==> config.mk <==
export PLATFORM = sky130hd
export DESIGN_NAME = neuron_accumulate_activate_unit
export DESIGN_NICKNAME = d
export VERILOG_FILES = /design/src/hw/rtl/naa_pkg.sv /design/src/hw/rtl/neuron_accumulate_activate_unit.sv
export SDC_FILE = /design/constraint.sdc
export NUM_CORES = 2
export LEC_CHECK = 0
export BUFFER_PORTS_ARGS = -buffer_cell sky130_fd_sc_hd__buf_2
export CAP_MARGIN = 5
export CORE_ASPECT_RATIO = 0.8
export CORE_MARGIN = 2
export CORE_UTILIZATION = 45
export CTS_BUF_LIST = sky130_fd_sc_hd__clkbuf_2 sky130_fd_sc_hd__clkbuf_4 sky130_fd_sc_hd__clkbuf_8
export DETAILED_ROUTE_END_ITERATION = 6
export GPL_TIMING_DRIVEN = 1
export PLACE_DENSITY_LB_ADDON = 0.25
export SYNTH_ARGS = -nofsm -noshare
export SYNTH_HDL_FRONTEND = slang
export SYNTH_SLANG_ARGS = --single-unit
==> constraint.sdc <==
create_clock -name clk -period 16.14 [get_ports clk]
set_clock_uncertainty 0.2 [all_clocks]
set_input_delay 0.807 -clock clk [delete_from_list [all_inputs] [get_ports clk]]
set_output_delay 0.807 -clock clk [all_outputs]
set_load 0.02 [all_outputs]
==> src/hw/rtl/naa_pkg.sv <==
// Types, codes and arithmetic helpers for the neuron accumulate/activate unit.
package naa_pkg;

	localparam logic [1:0] CMD_ADD      = 2'd0;
	localparam logic [1:0] CMD_DIRECT   = 2'd1;
	localparam logic [1:0] CMD_BACKWARD = 2'd2;

	localparam logic [1:0] MODE_SIGMOID = 2'd0;
	localparam logic [1:0] MODE_RELU    = 2'd1;
	localparam logic [1:0] MODE_IDENT   = 2'd2;

	localparam logic [16:0] Q_ONE   = 17'd65536;
	localparam logic [31:0] SIG_SAT = 32'd327680;  // 5.0
	localparam logic [31:0] SIG_MID = 32'd155648;  // 2.375
	localparam logic [31:0] SIG_LOW = 32'd65536;   // 1.0

	localparam logic signed [31:0] S32_MAX = 32'sh7FFF_FFFF;
	localparam logic signed [31:0] S32_MIN = 32'sh8000_0000;

	typedef struct packed {
		logic [1:0]         command;
		logic signed [31:0] value;
		logic               last_term;
	} req_t;

	typedef struct packed {
		logic signed [31:0] result_value;
		logic               is_delta;
	} rsp_t;

	typedef enum logic [1:0] {
		ST_IDLE,
		ST_CALC,
		ST_MUL,
		ST_EMIT
	} state_t;

	// Piecewise-linear sigmoid, result in [0, 1.0] as unsigned Q16.16.
	function automatic logic [16:0] pwl_sigmoid(input logic signed [31:0] x);
		logic [31:0] a;
		logic [16:0] y;
		a = x[31] ? (~x + 32'd1) : x;
		if (a >= SIG_SAT) begin
			y = Q_ONE;
		end else if (a >= SIG_MID) begin
			y = 17'(a >> 5) + 17'd55296;
		end else if (a >= SIG_LOW) begin
			y = 17'(a >> 3) + 17'd40960;
		end else begin
			y = 17'(a >> 2) + 17'd32768;
		end
		return x[31] ? (Q_ONE - y) : y;
	endfunction

	function automatic logic signed [31:0] activate(input logic [1:0] mode,
			input logic signed [31:0] x);
		logic signed [31:0] r;
		case (mode)
			MODE_SIGMOID: r = {15'd0, pwl_sigmoid(x)};
			MODE_RELU:    r = (x > 32'sd0) ? x : 32'sd0;
			default:      r = x;
		endcase
		return r;
	endfunction

endpackage

==> src/hw/rtl/neuron_accumulate_activate_unit.sv <==
// Neuron accumulate/activate unit: top level with sequencer and shared multiplier.
//
// Usage:
//   req channel (req_valid/req_stall/req_item) carries one command per transaction:
//   add a weighted term (last_term closes the forward sum), load a direct value,
//   or run a backward step on a gradient. rsp channel (rsp_valid/rsp_stall/rsp_item)
//   returns the activated or stored value, or the delta with is_delta set.
//   cfg_we/cfg_data write the activation mode (0 sigmoid, 1 ReLU, 2 or 3 identity).
// Sequencing:
//   An accepted request occupies the unit until its result is in the output
//   register, passing CALC then EMIT; backward also passes MUL, running the single
//   18x33 multiplier twice (sigmoid slope, then slope times gradient). An add
//   without last_term, or an unused command code, gives no result and goes back
//   to idle after CALC. req_stall is high whenever the sequencer is not idle.
// Reset:
//   arst_n clears the sums, the mode (sigmoid) and all valid state at once.
// Backpressure:
//   The output register holds a transaction while rsp_stall is high; a finished
//   result waits in the sequencer until that register frees, so nothing is lost.
module neuron_accumulate_activate_unit (
	input  logic          clk,
	input  logic          arst_n,
	input  logic          req_valid,
	output logic          req_stall,
	input  naa_pkg::req_t req_item,
	output logic          rsp_valid,
	input  logic          rsp_stall,
	output naa_pkg::rsp_t rsp_item,
	input  logic          cfg_we,
	input  logic [1:0]    cfg_data
);
	import naa_pkg::*;

	state_t state_q, state_d;

	// Captured request
	logic [1:0]         cmd_q;
	logic signed [31:0] val_q;
	logic               last_q;

	// Neuron state
	logic [1:0]         mode_q;
	logic signed [31:0] running_q;
	logic signed [31:0] latched_q;
	logic [16:0]        deriv_q;
	logic signed [31:0] result_q;
	logic               delta_q;

	// Output register
	logic out_valid_q;
	rsp_t out_q;

	// Sequencer outputs
	logic accept;
	logic calc_en;
	logic mul_en;
	logic emit_en;
	logic out_free;

	// Datapath nets
	logic signed [32:0] sum_ext;
	logic signed [31:0] sum_sat;
	logic [16:0]        sig_s;
	logic [16:0]        deriv_d;
	logic signed [17:0] mul_a;
	logic signed [32:0] mul_b;
	logic signed [50:0] mul_p;
	logic signed [34:0] prod_sh;
	logic signed [31:0] delta_sat;

	assign out_free  = !out_valid_q || !rsp_stall;
	assign req_stall = (state_q != ST_IDLE);
	assign rsp_valid = out_valid_q;
	assign rsp_item  = out_q;

	// Sequencer: next state and step enables
	always_comb begin
		state_d = state_q;
		accept  = 1'b0;
		calc_en = 1'b0;
		mul_en  = 1'b0;
		emit_en = 1'b0;
		case (state_q)
			ST_IDLE: begin
				if (req_valid) begin
					accept  = 1'b1;
					state_d = ST_CALC;
				end
			end
			ST_CALC: begin
				calc_en = 1'b1;
				case (cmd_q)
					CMD_ADD:      state_d = last_q ? ST_EMIT : ST_IDLE;
					CMD_DIRECT:   state_d = ST_EMIT;
					CMD_BACKWARD: state_d = ST_MUL;
					default:      state_d = ST_IDLE;
				endcase
			end
			ST_MUL: begin
				mul_en  = 1'b1;
				state_d = ST_EMIT;
			end
			ST_EMIT: begin
				if (out_free) begin
					emit_en = 1'b1;
					state_d = ST_IDLE;
				end
			end
			default: state_d = ST_IDLE;
		endcase
	end

	always_ff @(posedge clk or negedge arst_n) begin
		if (!arst_n) begin
			state_q <= ST_IDLE;
		end else begin
			state_q <= state_d;
		end
	end

	// Saturating accumulator
	assign sum_ext = 33'(running_q) + 33'(val_q);
	always_comb begin
		if (sum_ext[32] != sum_ext[31]) begin
			sum_sat = sum_ext[32] ? S32_MIN : S32_MAX;
		end else begin
			sum_sat = sum_ext[31:0];
		end
	end

	// Shared multiplier: sigmoid slope s*(1-s) in CALC, slope*gradient in MUL
	assign sig_s = pwl_sigmoid(latched_q);
	always_comb begin
		if (state_q == ST_MUL) begin
			mul_a = {1'b0, deriv_q};
			mul_b = {val_q[31], val_q};
		end else begin
			mul_a = {1'b0, sig_s};
			mul_b = {16'd0, Q_ONE - sig_s};
		end
	end
	assign mul_p = mul_a * mul_b;

	// Derivative of the configured activation at the latched sum
	always_comb begin
		case (mode_q)
			MODE_SIGMOID: deriv_d = mul_p[32:16];
			MODE_RELU:    deriv_d = (latched_q > 32'sd0) ? Q_ONE : 17'd0;
			default:      deriv_d = Q_ONE;
		endcase
	end

	// Floor shift by 16, then clamp to 32 bits
	assign prod_sh = mul_p[50:16];
	always_comb begin
		if (!prod_sh[34] && (|prod_sh[33:31])) begin
			delta_sat = S32_MAX;
		end else if (prod_sh[34] && !(&prod_sh[33:31])) begin
			delta_sat = S32_MIN;
		end else begin
			delta_sat = prod_sh[31:0];
		end
	end

	// Configuration and neuron state
	always_ff @(posedge clk or negedge arst_n) begin
		if (!arst_n) begin
			mode_q    <= MODE_SIGMOID;
			running_q <= '0;
			latched_q <= '0;
		end else begin
			if (cfg_we) begin
				mode_q <= cfg_data;
			end
			if (calc_en && (cmd_q == CMD_ADD)) begin
				running_q <= last_q ? 32'sd0 : sum_sat;
				if (last_q) begin
					latched_q <= sum_sat;
				end
			end
		end
	end

	// Request capture and working registers
	always_ff @(posedge clk) begin
		if (accept) begin
			cmd_q  <= req_item.command;
			val_q  <= req_item.value;
			last_q <= req_item.last_term;
		end
		if (calc_en) begin
			case (cmd_q)
				CMD_ADD: begin
					result_q <= activate(mode_q, sum_sat);
					delta_q  <= 1'b0;
				end
				CMD_DIRECT: begin
					result_q <= val_q;
					delta_q  <= 1'b0;
				end
				CMD_BACKWARD: begin
					deriv_q <= deriv_d;
				end
				default: begin
				end
			endcase
		end
		if (mul_en) begin
			result_q <= delta_sat;
			delta_q  <= 1'b1;
		end
		if (emit_en) begin
			out_q.result_value <= result_q;
			out_q.is_delta     <= delta_q;
		end
	end

	// Output valid: set on load, drop once the transaction is taken
	always_ff @(posedge clk or negedge arst_n) begin
		if (!arst_n) begin
			out_valid_q <= 1'b0;
		end else if (emit_en) begin
			out_valid_q <= 1'b1;
		end else if (!rsp_stall) begin
			out_valid_q <= 1'b0;
		end
	end

endmodule

### Word-level counts from Yosys, hierarchy flattened

Index checks and enable logic that the tools add are counted.

* flip-flop bits (word level): 187
* input port bits: 42
* output and inout bits: 35
* logic and storage cells: 108

* add/sub/neg operators: 12
* $mul: 1
* $lt $le $gt $ge: 8
* eq/ne operators: 10
* muxes and demuxes: 40
* bitwise operators: 2
* reduce and logical (&&, ||, !) cells: 22

Operators with widths (count)
* $mux W32: 10
* $mux W17: 13
* $pmux W32 S2: 2
* $add A17 B16 Y17 const B: 6
* $add A32 B1 Y32 const B: 2
* $ge A32 B17 Y1 const B: 2
* $ge A32 B18 Y1 const B: 2
* $ge A32 B19 Y1 const B: 2
* $gt A32 B1 Y1 const B: 2
* $not A32 Y32: 2
* $mul A18 B33 Y51: 1
* $sub A17 B17 Y17 const A: 3
* $pmux W17 S2: 1
* $add A32 B32 Y33: 1
* $mux W33: 1
* $reduce_and A2 Y1: 5
* $mux W1: 8
* $pmux W2 S4: 1
* $eq A2 B1 Y1 const B: 3
* $eq A2 B2 Y1 const B: 3
* $logic_not A2 Y1: 3
* $mux W2: 3
* $pmux W2 S3: 1
* $logic_not A1 Y1: 4
* 10 further kinds: 14

### Logic depth before layout (Yosys ltp)

* depth in word-level cells: 19
* gate-level depth with buffers: 59
* gate-level depth less buffers: 57

### Worst setup path before layout

OpenSTA, ideal clock, no wires.

* path kind: register -> register
* from: register latched_q[10]
* to: register result_q[10] (data pin)
* library setup time: 258 ps
* data arrival time: 12640 ps
* required time: 15682 ps
* setup slack: 3042 ps
* stages on the path, launching flop included: 52
* path buffers: 5
* period minus slack after synthesis: 13098 ps
* cell sequence: dfrtp_1 or4_4 or4_4 or4_4 mux2_1 a32o_2 nand2_2 or4_4 buf_6 a21oi_1 clkbuf_1 nand2b_1 ha_1 inv_1 nor2_1 a311o_1 o32ai_1 and3b_1 (+16 left out) ha_1 a21oi_1 o21ai_0 a31o_2 a21oi_1 o22ai_1 o2bb2ai_1 a31oi_1 o211ai_1 nand3_1 a41o_1 o21bai_1 a21o_1 a21oi_1 xnor2_1 o21ai_0 clkbuf_1 o221a_2

* cells in the longest elaborated chain, start to end: 18
* elaborated cells on any way between the ends: 27
* those cells by class: add/sub: 6; mul: 1; order compare: 3; mux: 10; bitwise: 1; reduce/logical: 6

RTL lines
* from (decl): RTL line neuron_accumulate_activate_unit.sv:44 `logic signed [31:0] latched_q;`
* from (signal assigned): RTL line neuron_accumulate_activate_unit.sv:178 `latched_q <= sum_sat;`
* $not A32 Y32: RTL line naa_pkg.sv:42 `a = x[31] ? (~x + 32'd1) : x;`
* $add A32 B1 Y32: RTL line naa_pkg.sv:42
* $mux W32 *: RTL line naa_pkg.sv:42
* $ge A32 B17 Y1 (tied with other cells): RTL line naa_pkg.sv:47 `end else if (a >= SIG_LOW) begin`
* $mux W17: RTL line naa_pkg.sv:47
* $mux W17: RTL line naa_pkg.sv:45 `end else if (a >= SIG_MID) begin`
* $mux W17 *: RTL line naa_pkg.sv:43 `if (a >= SIG_SAT) begin`
* $sub A17 B17 Y17: RTL line naa_pkg.sv:52 `return x[31] ? (Q_ONE - y) : y;`
* (+2 left out)
* $mux W33: RTL line neuron_accumulate_activate_unit.sv:134 `if (state_q == ST_MUL) begin`
* $mul A18 B33 Y51 *: RTL line neuron_accumulate_activate_unit.sv:142 `assign mul_p = mul_a * mul_b;`
* $reduce_and A3 Y1: RTL line neuron_accumulate_activate_unit.sv:158 `end else if (prod_sh[34] && !(&prod_sh[33:31])) begin`
* $logic_not A1 Y1: RTL line neuron_accumulate_activate_unit.sv:158
* $logic_and A1 B1 Y1: RTL line neuron_accumulate_activate_unit.sv:158
* $mux W32: RTL line neuron_accumulate_activate_unit.sv:158
* $mux W32 *: RTL line neuron_accumulate_activate_unit.sv:156 `if (!prod_sh[34] && (|prod_sh[33:31])) begin`
* $mux W32 *: RTL line neuron_accumulate_activate_unit.sv:208 `if (mul_en) begin`
* to (signal assigned): RTL line neuron_accumulate_activate_unit.sv:194 `result_q <= activate(mode_q, sum_sat);`
* to (signal assigned): RTL line neuron_accumulate_activate_unit.sv:198 `result_q <= val_q;`
* to (signal assigned): RTL line neuron_accumulate_activate_unit.sv:209 `result_q <= delta_sat;`
* to (decl): RTL line neuron_accumulate_activate_unit.sv:46 `logic signed [31:0] result_q;`

Every way passes the cells marked *; elsewhere a longest branch is shown, timed or not.
A chain may end at the register's enable or synchronous reset.

### Worst setup path in the final report

* from: register latched_q[0]
* to: register result_q[16] (data pin)

The elaborated chain is that of the path after synthesis.

==> implementation parameters <==
Parameter                              Value

Global routing
  Total congestion overflow after global routing    0
  Pin count of the biggest net entering global routing    between 150 and 200
  Initial antenna violation count    2
  Wire length of the first global-routing pass    around 170 mm
  Gr usage total    between 20 and 30%
  Number of global-route vias before repair    around 28000

Finish
  Final cell area excluding filler cells    around 36000 um^2
  Most frequent cells in the layout    inv_1, fa_1, nand2_1
  Ratio of cells with drive above 1 in the final layout    under 10%
  NumNets Final    around 4600
  Leading cell type in the layout, fill and taps excluded    inv_1
  Post-route insts no fill    4862
  Area Growth Syn to Fin    5.46%

CTS
  Clk Latency, worst-skew pair    around 0.54 ns
  Bufs on Longest Clock Path    2
  Clock root buffer    clkbuf_8
  TritonCTS clock tree    done
  Clock buffers created by TritonCTS    17
  Clock transition at path regs    between 0.1 and 0.15 ns
  Clock Sinks    between 150 and 200
  H-tree depth    4

STA
  Worst hold slack    about 0.19 ns
  Total Negative Setup Slacks    0 ns
  Final-report max-slew violation count    0
  Highest clock frequency the design can meet    65.9 MHz
  Share of the cycle needed by the critical path after routing    approximately 94%
  Final hold vios    0
  Least-Margin Pin Slew    1.33 ns
  Unrepaired setup endpoints after global routing    false
  Setup-violating endpoint count in the final report    0
  Relative slew margins    between 10% and 20%
  Final critical path time including I/O delays and setup    ~15 ns

Setup path
  Cell family with the largest share of critical-path delay    compound AO/OA/AOI/OAI gates
  Startpoint of the worst-slack reg-to-reg timing path    latched_q[0]
  Endpoint class of the critical path    flop
  Data required time at the worst endpoint    ~16 ns
  Slowest library cell on the worst path    or4_4
  CP startpoint kind    flop
  Worst Reg-to-Reg Cells    51
  Most used cell along the critical path    fa_1
  Buffers plus inverters on the worst setup path    5
  Arrival time at the worst endpoint    ~15 ns
  Largest stage delay on the critical path    around 0.68 ns
  Critical setup path kind    flop to flop
  Cell depth of the worst setup path    51
  Endpoint of the lowest-slack register-to-register path    result_q[16]
  Largest fanout of any net on the critical path    26
  Reg2Reg Setup Slack    0.98 ns

Synthesis
  Largest cells by area after synthesis    fa_1, edfxtp_1, inv_1
  Total of flip-flops plus latches after synthesis    about 190
  Async set-or-reset flop fraction in the synthesized netlist    a little under two fifths
  Synthesized cell area    about 34000 um^2
  Complex-gate fraction of the synthesized area    a little over an eighth
  Simple logic cell fraction of the synthesized area    a little under a fifth
  Post-synthesis share of cell area spent on xor and xnor gates    3.50%
  Cell type with the highest aggregate area in the netlist    fa_1
  Yosys cell types    108
  Average cell area after synthesis    just under 9 um^2
  YS warnings    0
  Share of synthesized cell area in full adder, half adder and majority cells    ~38%
  Yosys top cell area share    a little under a third
  Cells after synthesis    between 3000 and 4000
  Multiplexer area fraction after synthesis    slightly above 2%
  Synthesized Nets    4638
  Largest family of logic cells by synthesized area    adder cells
  Number of enable-type register cells in the synthesized netlist    117
  Main synth FF type    edfxtp_1
  Register area share after synthesis    ~16%

Die
  Die outline width    just over 300 um
  Effective utilization at floorplan    between 40 and 50%
  Die Span Y    249 um
  Die outline area    roughly 77000 um^2
  Number of I/O pins    77
  Number of placement rows    around 90
  Total core area    74100 um^2

Placement
  Post-placement cell area    about 35000 um^2
  Post-detail-place hpwl    approximately 87 mm
  Quantity of I/O buffers inserted on ports    between 70 and 80
  Placed Instances    4821
  Placer congestion estimate    slightly below 1

Detailed routing
  Via Count    around 29000
  Residual DRC    0
  Total iterations of the first detailed-routing run    6
  Routed wire length per instance    between 20 and 25 um
  Starting DRT DRC Count    between 2000 and 3000
  Average vias per placed instance    between 5 and 6
  Number of nets still failing antenna checks after routing    0
  Final wirelength    about 110 mm

Run
  Max capacitance violation total    0

Outcome
  Outcome    finished, final reports clean

Hold path
  Hold/Removal Path Class    input pin to async pin
==> worst max-delay path by stage <==
stage                       start            to  slack [ns]
global placement     latched_q[0]   result_q[6]        0.90
floorplan           latched_q[10]  result_q[10]        3.04
detailed placement   latched_q[0]   result_q[4]        0.62
global route         latched_q[1]  result_q[16]        0.08
finish               latched_q[0]  result_q[16]        0.98
CTS                  latched_q[0]  result_q[30]        0.54
==> flip-flops by register name, indices dropped and copies added, names as in the netlist, named ones only <==
| name | flops |
|---|---|
| val_q | 32 |
| latched_q | 32 |
| rsp_valid | 1 |
| state_q | 1 |
| rsp_item | 33 |
| mode_q | 2 |
| result_q | 32 |
| running_q | 32 |
| cmd_q | 2 |
| last_q | 1 |
| deriv_q | 17 |
| delta_q | 1 |
==> routing by layer <==
| metal | routed length, um | part of all wire [%] | track usage [%] |
|---|---|---|---|
| met1 | 49000 | 44 | 43.7 |
| met2 | 46800 | 42 | 42.2 |
| met3 | 11300 | 10 | 6.03 |
| met4 | 3260 | 3.0 | 8.39 |
| met5 | 13 | 0.012 | 0 |
==> worst register-to-register path: cells and delay by family, from the launching register on <==
family / cells / cell delay (ns)
flops: 1 / 0.41
compound gates: 23 / 5.63
fa+ha+maj: 9 / 4.09
buf+inv: 5 / 0.71
xor+xnor: 3 / 0.59
simple gates: 11 / 3.36
==> what timing repair did <==
item / in CTS / in global routing
endpoints found under the setup margin: 0 / 31
resized for setup: 0 / 7
buffers inserted: 0 / 6
hold buffers: 0 / 0
==> kinds of logic after synthesis <==
group / after synthesis
AOI/OAI and AO/OA: 685
and+or+nand+nor: 1283
DFF: 187
muxes: 65
xor gates and xnor gates: 135
adders and majority gates: 703
buffers and inverters: 835
==> layout make-up <==
type,count,area (um^2)
fill,7150,38400
timing repair buffer,144,906
multi-input combinational,2871,25400
inverter,624,2340
clock inverter,15,206
antenna,3,7.51
clock buffer,17,234
tap,1001,1250
sequential,187,5260
==> cells in the mapped netlist, types with 51 or more instances <==
master,number
a21oi_1,192
and2_1,51
and3_1,128
clkbuf_1,178
dfrtp_1,69
edfxtp_1,117
fa_1,524
ha_1,179
inv_1,623
nand2_1,432
nand3_1,82
nor2_1,287
nor3_1,84
o21ai_0,150
xnor2_1,78
xor2_1,57
==> through the flow <==
| step | setup WS, ns | util [%] |
|---|---|---|
| 6_report | 0.975 | 48.1 |
| 5_1_grt | 0.0827 | 48.1 |
| 4_1_cts | 0.538 | 48.0 |
| 3_5_place_dp | 0.621 | 47.4 |
| 2_1_floorplan | 3.04 | - |
| 3_3_place_gp | 0.896 | 47.4 |
Power is left out: the tool's default activity adds up to more than one toggle a clock period on the data nets, which glitch-free logic cannot reach.
